**src/sv/rtplk_pkg.sv**
```systemverilog
// Shared types and constants for the route table prefix lookup core.
// Used by the command queue, the table engine and the top level.
// Depends on nothing.
package rtplk_pkg;

  localparam int WORD_W = 32;
  localparam int IDX_W = 8;
  localparam int CMD_W = 2;
  localparam int USED_W = 9;
  localparam int DEF_TABLE_DEPTH = 256;
  localparam int Q_DEPTH = 2;
  localparam logic [WORD_W-1:0] MISS_HOP = 32'hffff_ffff;

  // Command codes as they arrive on the input channel.
  typedef enum logic [CMD_W-1:0] {
    OP_LOOKUP = 2'd0,
    OP_ADD    = 2'd1,
    OP_DELETE = 2'd2,
    OP_NONE   = 2'd3
  } op_t;

  typedef enum logic [1:0] {
    ST_IDLE,
    ST_SCAN,
    ST_SHIFT,
    ST_FINISH
  } eng_state_t;

  // One classified command. key_a is the lookup address for a lookup and
  // the route mask for an add.
  typedef struct packed {
    op_t               op;
    logic [WORD_W-1:0] key_a;
    logic [WORD_W-1:0] net;
    logic [WORD_W-1:0] hop;
    logic [IDX_W-1:0]  idx;
  } cmd_item_t;

endpackage

```
**src/sv/rtplk_front.sv**
```systemverilog
// Front end: takes input beats, classifies the command and holds it in a
// short queue for the table engine. Depends on rtplk_pkg.
module rtplk_front
  import rtplk_pkg::*;
(
  input  logic              clk,
  input  logic              rst_n,
  input  logic              in_valid,
  output logic              in_stall,
  input  logic [CMD_W-1:0]  in_cmd,
  input  logic [WORD_W-1:0] in_lookup_addr,
  input  logic [WORD_W-1:0] in_entry_mask,
  input  logic [WORD_W-1:0] in_entry_net,
  input  logic [WORD_W-1:0] in_entry_hop,
  input  logic [IDX_W-1:0]  in_entry_index,
  output logic              q_valid,
  output cmd_item_t         q_item,
  input  logic              q_take
);

  localparam int QW = (Q_DEPTH > 1) ? $clog2(Q_DEPTH) : 1;
  localparam int QC_W = $clog2(Q_DEPTH + 1);

  cmd_item_t       slot_r [Q_DEPTH];
  logic [QW-1:0]   wr_ptr_r, wr_ptr_nxt;
  logic [QW-1:0]   rd_ptr_r, rd_ptr_nxt;
  logic [QC_W-1:0] count_r, count_nxt;
  cmd_item_t       item_c;
  logic            push;

  // Classification: decode the command and keep only the operand it uses
  // in the shared key field.
  always_comb begin
    item_c.op    = op_t'(in_cmd);
    item_c.key_a = (op_t'(in_cmd) == OP_LOOKUP) ? in_lookup_addr : in_entry_mask;
    item_c.net   = in_entry_net;
    item_c.hop   = in_entry_hop;
    item_c.idx   = in_entry_index;
  end

  assign in_stall = (count_r == QC_W'(Q_DEPTH));
  assign push     = in_valid && !in_stall;
  assign q_valid  = (count_r != '0);
  assign q_item   = slot_r[rd_ptr_r];

  always_comb begin
    wr_ptr_nxt = wr_ptr_r;
    rd_ptr_nxt = rd_ptr_r;
    count_nxt  = count_r;
    if (push) begin
      wr_ptr_nxt = (wr_ptr_r == QW'(Q_DEPTH - 1)) ? '0 : wr_ptr_r + 1'b1;
    end
    if (q_take) begin
      rd_ptr_nxt = (rd_ptr_r == QW'(Q_DEPTH - 1)) ? '0 : rd_ptr_r + 1'b1;
    end
    if (push && !q_take) begin
      count_nxt = count_r + 1'b1;
    end else if (!push && q_take) begin
      count_nxt = count_r - 1'b1;
    end
  end

  always_ff @(posedge clk) begin
    if (!rst_n) begin
      wr_ptr_r <= '0;
      rd_ptr_r <= '0;
      count_r  <= '0;
    end else begin
      wr_ptr_r <= wr_ptr_nxt;
      rd_ptr_r <= rd_ptr_nxt;
      count_r  <= count_nxt;
    end
  end

  always_ff @(posedge clk) begin
    if (push) begin
      slot_r[wr_ptr_r] <= item_c;
    end
  end

  a_count_bound: assert property (@(posedge clk) disable iff (!rst_n)
    count_r <= QC_W'(Q_DEPTH))
    else $error("command queue holds more beats than it has slots");

  a_push_grows: assert property (@(posedge clk) disable iff (!rst_n)
    (push && !q_take) |=> (count_r == QC_W'($past(count_r) + 1'b1)))
    else $error("queue count missed a push");

  a_take_nonempty: assert property (@(posedge clk) disable iff (!rst_n)
    q_take |-> q_valid)
    else $error("engine took a command from an empty queue");

endmodule

```
**config.mk**
```make
export PLATFORM = sky130hd
export DESIGN_NAME = rtplk_front
export DESIGN_NICKNAME = d
export VERILOG_FILES = /design/src/sv/rtplk_pkg.sv /design/src/sv/rtplk_front.sv
export SDC_FILE = /design/constraint.sdc
export NUM_CORES = 1
export LEC_CHECK = 0
export BUFFER_PORTS_ARGS = -buffer_cell sky130_fd_sc_hd__buf_4
export CORE_UTILIZATION = 55
export CTS_CLUSTER_DIAMETER = 50
export CTS_CLUSTER_SIZE = 28
export DETAILED_ROUTE_END_ITERATION = 12
export GPL_TIMING_DRIVEN = 0
export PLACE_DENSITY_LB_ADDON = 0.2
export SYNTH_ARGS = -nofsm -noshare
export SYNTH_HDL_FRONTEND = slang
export SYNTH_SLANG_ARGS = --single-unit
```
**constraint.sdc**
```tcl
create_clock -name clk -period 9.3 [get_ports clk]
set_clock_uncertainty 0.2 [all_clocks]
set_input_delay 0 -clock clk [delete_from_list [all_inputs] [get_ports clk]]
set_output_delay 0 -clock clk [all_outputs]
set_load 0.01 [all_outputs]
```
==> metrics.yaml, run 1 <==
antenna_found_initial: 0
grt.total_usage_pct: 26.9
clock_sinks: 217
vias: 5248
crit_path_start_kind: "register"
postSynthCellCount: 391
hpwlAfterDp_um: 11400
final_cell_area_um2: 12800
antenna_cells: 0
cp.required_ns: 9.29
reg2reg_setup_slack_ns: 6.98
htree_levels: 1
synth.distinct_cells: 24
ys_warn_count: 0
final_core_util_pct: 86.6
grt_pass1_vias: 5924
setup_viol: 0
grt_pass1_wl_um: 31900
crit_arrival_ns: 2.31
clockBufferDepth: 3
drcViolationCount: 0
avgSynthCellArea_um2: 21.6
gp_congestion: 0.729
post_cts_buffers: 0
end_kind: "register"
clkTransAtPathRegs_ns: 0.08
met2_usage_pct: 50.8
die_h_um: 126
hold_violations: 0
start_util_pct: 57.1
dieWidth_um: 126
cts_tree: "yes"
fin_crit_sh_pct: 24.9
vias_per_cell: 5.22
fp.coreArea_um2: 14800
area_growth_pct: 51.6
busiest_layer: "met2"
rows: 44
fillCellCount: 613
syn_area_um2: 8430
synthesis.nets: 534
drv_cap: 0
hold_path_class: "primary input to register"
cts_root_buffer: "clkbuf_16"
final_antenna_net_count: 0
p_per_area_nw_per_um2: 200
drt_iter0_drc: 312
max_freq_mhz: 431
rsz0062_at_grt: "no"
layoutNonFillerInstCount: 1006
clock_latency_ns: 0.48
final_max_slew_viol_count: 0
dpl_cell_area_um2: 10700
path_class: "register to register"
port_buffers: 249
grt_max_degree: 57
dr.pass1.iters: 4
ir_drop_mv: 0.154
status: "finished clean"
die-area_um2: 15800
grt_overflow: 0
detail_route.wl_per_cell_um: 20.8
p_leak_nw: 5.02
num_io_pins: 250
critPathMaxFanout: 19
wirelength_um: 21000
ys_seq_area_share_pct: 76.7
met1_usage_pct: 29.5
postCtsHoldBufs: 142
grt.met3_usage_pct: 6.41
drive_gt1_share_pct: 54.0
ys_ff_latch: 217
cts_made_buffers: 18
min_period_ns: 2.32
worst_slew_margin_rel_pct: 48.7
fin_tns_setup_ns: 0
layout.nets: 953
placed_cells: 832
cts_resized: 0
worstMarginPinSlew_ns: 0.769
layout make-up:
class,instances,area [um^2],area share (%)
clock inverter,13,160,1.25
multi-input combinational,156,1850,14.4
clock buffer,19,475,3.72
tap,184,230,1.80
buffer,15,120,0.940
sequential,217,6470,50.6
timing repair buffer,399,3470,27.2
inverter,3,11.3,0.0881
power breakdown:
group / leakage (nW) / switching [mW] / internal (mW)
Combinational: 2.70 / 0.227 / 0.295
Clock: 0.304 / 0.369 / 0.442
Sequential: 2.02 / 0.0282 / 1.19
worst max-delay path, cell delays in order (launching register included):
cell and delay, ns:
dfxtp_1 0.42, nand2b_1 0.19, inv_1 0.12, nor3_4 0.51, buf_8 0.24, buf_8 0.17
buf_16 0.17
Yosys cell counts, drive strengths merged:
cell type	instances	area, um^2
nand2b	1	6.26
inv	3	11.3
xnor2	1	8.76
ha	1	12.5
dfxtp	5	100
buf	15	120
edfxtp	212	6370
and3	1	6.26
mux2	138	1700
o21a	1	7.51
or2	1	6.26
and2	3	18.8
nor3	1	10.0
nor2	2	10.0
xor2	2	17.5
o21ai	1	5.00
a21boi	2	15.0
or3	1	6.26
path summary, 6_finish.rpt:
path / depth (start not counted) / to / from
hold reg to reg: 2 / count_r[1] / count_r[1]
setup / recovery: 6 / slot_r[0][19] / count_r[0]
setup reg to reg: 6 / slot_r[0][19] / count_r[0]
hold / removal: 2 / slot_r[1][4] / in_entry_index[4]
registers in the layout, summed over array words and instances (netlist names), named ones only:
register and count:
wr_ptr_r 1, slot_r 212, count_r 2, rd_ptr_r 1
per-stage QoR:
stage,worst slack (ns),power (mW),hold slack [ns]
floorplan,3.88,1.46,-0.101
global placement,1.82,1.66,-0.0150
detailed placement,7.07,1.69,-0.0122
CTS,7.04,2.54,0.0295
global route,6.90,2.63,0.0193
finish,6.98,2.55,0.0368
cell families after synthesis:
kind of cell | count (synthesis) | synth area share, %
AND/OR/NAND/NOR | 10 | 0.757
XOR/XNOR | 3 | 0.312
multiplexers | 138 | 20.2
AO/OA/AOI/OAI | 4 | 0.327
buffers and inverters | 18 | 1.56
adder cells (fa/ha/maj) | 1 | 0.148
flip-flops | 217 | 76.7
cell usage in the layout, fill, tap and decap left out, types with 3 or more instances in the layout:
cell type,instances
and2_1,3
buf_16,5
buf_2,6
buf_4,252
buf_6,6
buf_8,3
clkbuf_16,19
clkinvlp_4,3
dfxtp_1,5
dlygate4sd3_1,142
edfxtp_1,212
inv_1,3
inv_8,3
mux2_2,96
mux2_4,40
per-layer routing:
metal | vias to the layer above | routed length, um
met5 | - | 0
met4 | 0 | 671
met3 | 52 | 1380
met2 | 225 | 11500
met1 | 2592 | 7450
li1 | 2379 | -
(Power assumes the default switching activity.)
==> run 2, diff against run 1 <==
--- a/config.mk
+++ b/config.mk
@@ -5,8 +5,9 @@
 export SDC_FILE = /design/constraint.sdc
 export NUM_CORES = 1
 export LEC_CHECK = 0
+export ABC_AREA = 1
 export BUFFER_PORTS_ARGS = -buffer_cell sky130_fd_sc_hd__buf_4
-export CORE_UTILIZATION = 55
+export CORE_UTILIZATION = 47
 export CTS_CLUSTER_DIAMETER = 50
 export CTS_CLUSTER_SIZE = 28
 export DETAILED_ROUTE_END_ITERATION = 12
==> constraint.sdc (replaced) <==
create_clock -name clk -period 2 [get_ports clk]
set_clock_uncertainty 0.2 [all_clocks]
set_input_delay 0 -clock clk [delete_from_list [all_inputs] [get_ports clk]]
set_output_delay 0 -clock clk [all_outputs]
set_load 0.01 [all_outputs]
==> metrics.yaml, run 2 <==
status: "finished clean"  # unchanged
grt.total_usage_pct: 20.7  # was 26.9%
r2r-start: "count_r[1]"  # was count_r[0]
final_antenna_net_count: 0  # unchanged
top_regs: "slot_r x212, count_r x2"  # unchanged
drive_gt1_share_pct: 46.3  # was 54.0%
fp.coreArea_um2: 17500  # was 14800 um^2
dr.pass1.iters: 4  # unchanged
crit_arrival_ns: 1.73  # was 2.31 ns
pre_cts_ws_ns: -0.249  # was 7.07 ns
rsz0062_at_grt: "no"  # unchanged
setup_viol: 0  # unchanged
drv_cap: 0  # unchanged
grt_pass1_wl_um: 29100  # was 31900 um
drcViolationCount: 0  # unchanged
grt_overflow: 0  # unchanged
syn_area_um2: 8480  # was 8430 um^2
vias_per_cell: 4.89  # was 5.22
worst_slew_margin_rel_pct: 46.9  # was 48.7%
detail_route.wl_per_cell_um: 17.1  # was 20.8 um
dieWidth_um: 136  # was 126 um
clockBufferDepth: 3  # unchanged
layout_commonest_cell: "buf_4"  # unchanged
end_kind: "output pin"  # was register
ys_ff_latch: 217  # unchanged
final_core_util_pct: 74.3  # was 86.6%
max_freq_mhz: 518
rows: 48  # was 44
min_period_ns: 1.93
clkTransAtPathRegs_ns: 0.07  # was 0.08 ns
cp.required_ns: 1.80  # was 9.29 ns
ys_warn_count: 0  # unchanged
cts_made_buffers: 20  # was 18
synth_edf_count: 212  # unchanged
synthTopCellsByCount: "edfxtp_1, nand2_1, mux2_2"  # was edfxtp_1, mux2_2, mux2_4
hpwlAfterDp_um: 12400  # was 11400 um
synth.distinct_cells: 15  # was 24
largest_reg_flops: 212  # unchanged
drt_iter0_drc: 294  # was 312
area_growth_pct: 53.0  # was 51.6%
gp_congestion: 0.829  # was 0.729
setup_ws_ns: 0.0684  # was 6.98 ns
synthTopCellsByArea: "edfxtp_1, mux2_2, mux2_4"  # unchanged
synthesis.nets: 615  # was 534
hold_start: "in_entry_net[15]"  # was in_entry_index[4]
start_util_pct: 48.5  # was 57.1%
p_leak_nw: 5.18  # was 5.02 nW
antenna_found_initial: 1  # was 0
htree_levels: 1  # unchanged
ys_seq_area_share_pct: 76.2  # was 76.7%
synth_top_flop_cell: "edfxtp_1"  # unchanged
final_cell_mix: "buf_4, edfxtp_1, dlygate4sd3_1, nand2_1, mux2_2"  # was buf_4, edfxtp_1, dlygate4sd3_1, mux2_2, mux2_4
die-area_um2: 18600  # was 15800 um^2
critPathMaxFanout: 10  # was 19
port_buffers: 249  # unchanged
hold_path_class: "primary input to register"  # unchanged
ir_drop_mv: 0.878  # was 0.154 mV
worstMarginPinSlew_ns: 0.795  # was 0.769 ns
clock_latency_ns: 0.48  # about the same
async_flop_share_pct: 0  # unchanged
yosys.area.top_type: "edfxtp_1"  # unchanged
p_per_area_nw_per_um2: 875  # was 200 nW/um^2
cts_tree: "yes"  # unchanged
grt_max_degree: 34  # was 57
avgSynthCellArea_um2: 18.0  # was 21.6 um^2
hold_violations: 0  # unchanged
vias: 5551  # was 5248
fin_total_pwr_mw: 11.4  # was 2.55 mW
grt_pass1_vias: 5953  # was 5924
synth_top_area_share_pct: 75.0  # was 75.5%
largest_register: "slot_r"  # unchanged
layout.nets: 1040  # was 953
die_h_um: 136  # was 126 um
fin_tns_setup_ns: 0  # unchanged
num_io_pins: 250  # unchanged
wirelength_um: 19400  # was 21000 um
crit_path_start_kind: "register"  # unchanged
cts_root_buffer: "clkbuf_16"  # unchanged
synth.most_common_cell: "edfxtp_1"  # unchanged
final_max_slew_viol_count: 0  # unchanged
clock_sinks: 217  # unchanged
postSynthCellCount: 472  # was 391
fin_crit_sh_pct: 96.6
path_class: "register to output pin"  # was register to register
-- run 2: cell count changes after synthesis, sizes merged, moves of 2 or more --
| cell | before | now |
|---|---|---|
| a21boi | 2 | 0 |
| and2 | 3 | 0 |
| clkbuf | 0 | 6 |
| inv | 3 | 8 |
| mux2 | 138 | 106 |
| nand2 | 0 | 71 |
| nor2 | 2 | 10 |
| o21ai | 1 | 35 |
| xor2 | 2 | 0 |
-- run 2: worst paths after layout --
| check | end | slack [ns] | cells after the start |
|---|---|---|---|
| worst min register to register | register | 0.31 | 2 |
| worst min-delay path | slot_r[1][55] | 0.03 | 2 |
| worst max-delay path | q_item[63] | 0.07 | 5 |
| worst max register to register | slot_r[1][86] | 0.27 | 3 |
-- run 2: stage by stage --
step / hold WS [ns] / instances / cell area (um^2)
2_1_floorplan: -0.101 / 472 / 8510
3_3_place_gp: -0.0145 / 946 / 10700
3_5_place_dp: -0.0124 / 952 / 10800
4_1_cts: 0.0170 / 1132 / 12900
5_1_grt: 0.0319 / 1136 / 13000
6_report: 0.0290 / 1136 / 13000
-- run 2: routing by layer --
metal  vias up  share of wire [%]  wire [um]  global-route usage [%]
met3        48                6.9       1350                    4.77
met4         0                3.0        590                    7.72
met1      2660                 36       6920                    22.2
met5         -                  0          0                       0
li1       2633                  -          -                       -
met2       210                 54      10600                    39.3
-- run 2: cell families after synthesis --
family | share of synthesized area [%]
fa+ha+maj | 0.147
compound gates | 2.12
buf+inv | 1.95
mux | 15.8
simple gates | 3.72
flops | 76.2
-- run 2: final cells by class --
type                    instances  area (um^2)
clock inverters                12          141
repair buffers                402         3450
multi-input cells             227         1880
well taps                     225          282
clock buffers                  23          533
inverters                       8         30.0
flip-flops and latches        217         6470
fillers                      1058         4500
diodes                          1         2.50
plain buffers                  21          194
-- run 2: where the power goes --
part | internal [mW] | switching (mW) | total, mW
registers | 5.44 | 0.0915 | 5.53
logic | 1.13 | 0.875 | 2.01
clock network | 2.12 | 1.70 | 3.82
-- run 2: critical path: stages, from the launching register on --
cell and delay [ns]:
dfxtp_1 0.33, buf_6 0.15, buf_12 0.16, buf_12 0.15, mux2_4 0.31, buf_4 0.15
-- run 2: repair_timing --
action                                 in CTS  in global routing
endpoints found under the hold margin     268                  0
setup endpoints to repair                 152                103
setup buffers                               3                  3
cloned                                      1                  0
resized for setup                           0                 16
pin swaps                                   2                  1
hold buffers                              141                  0
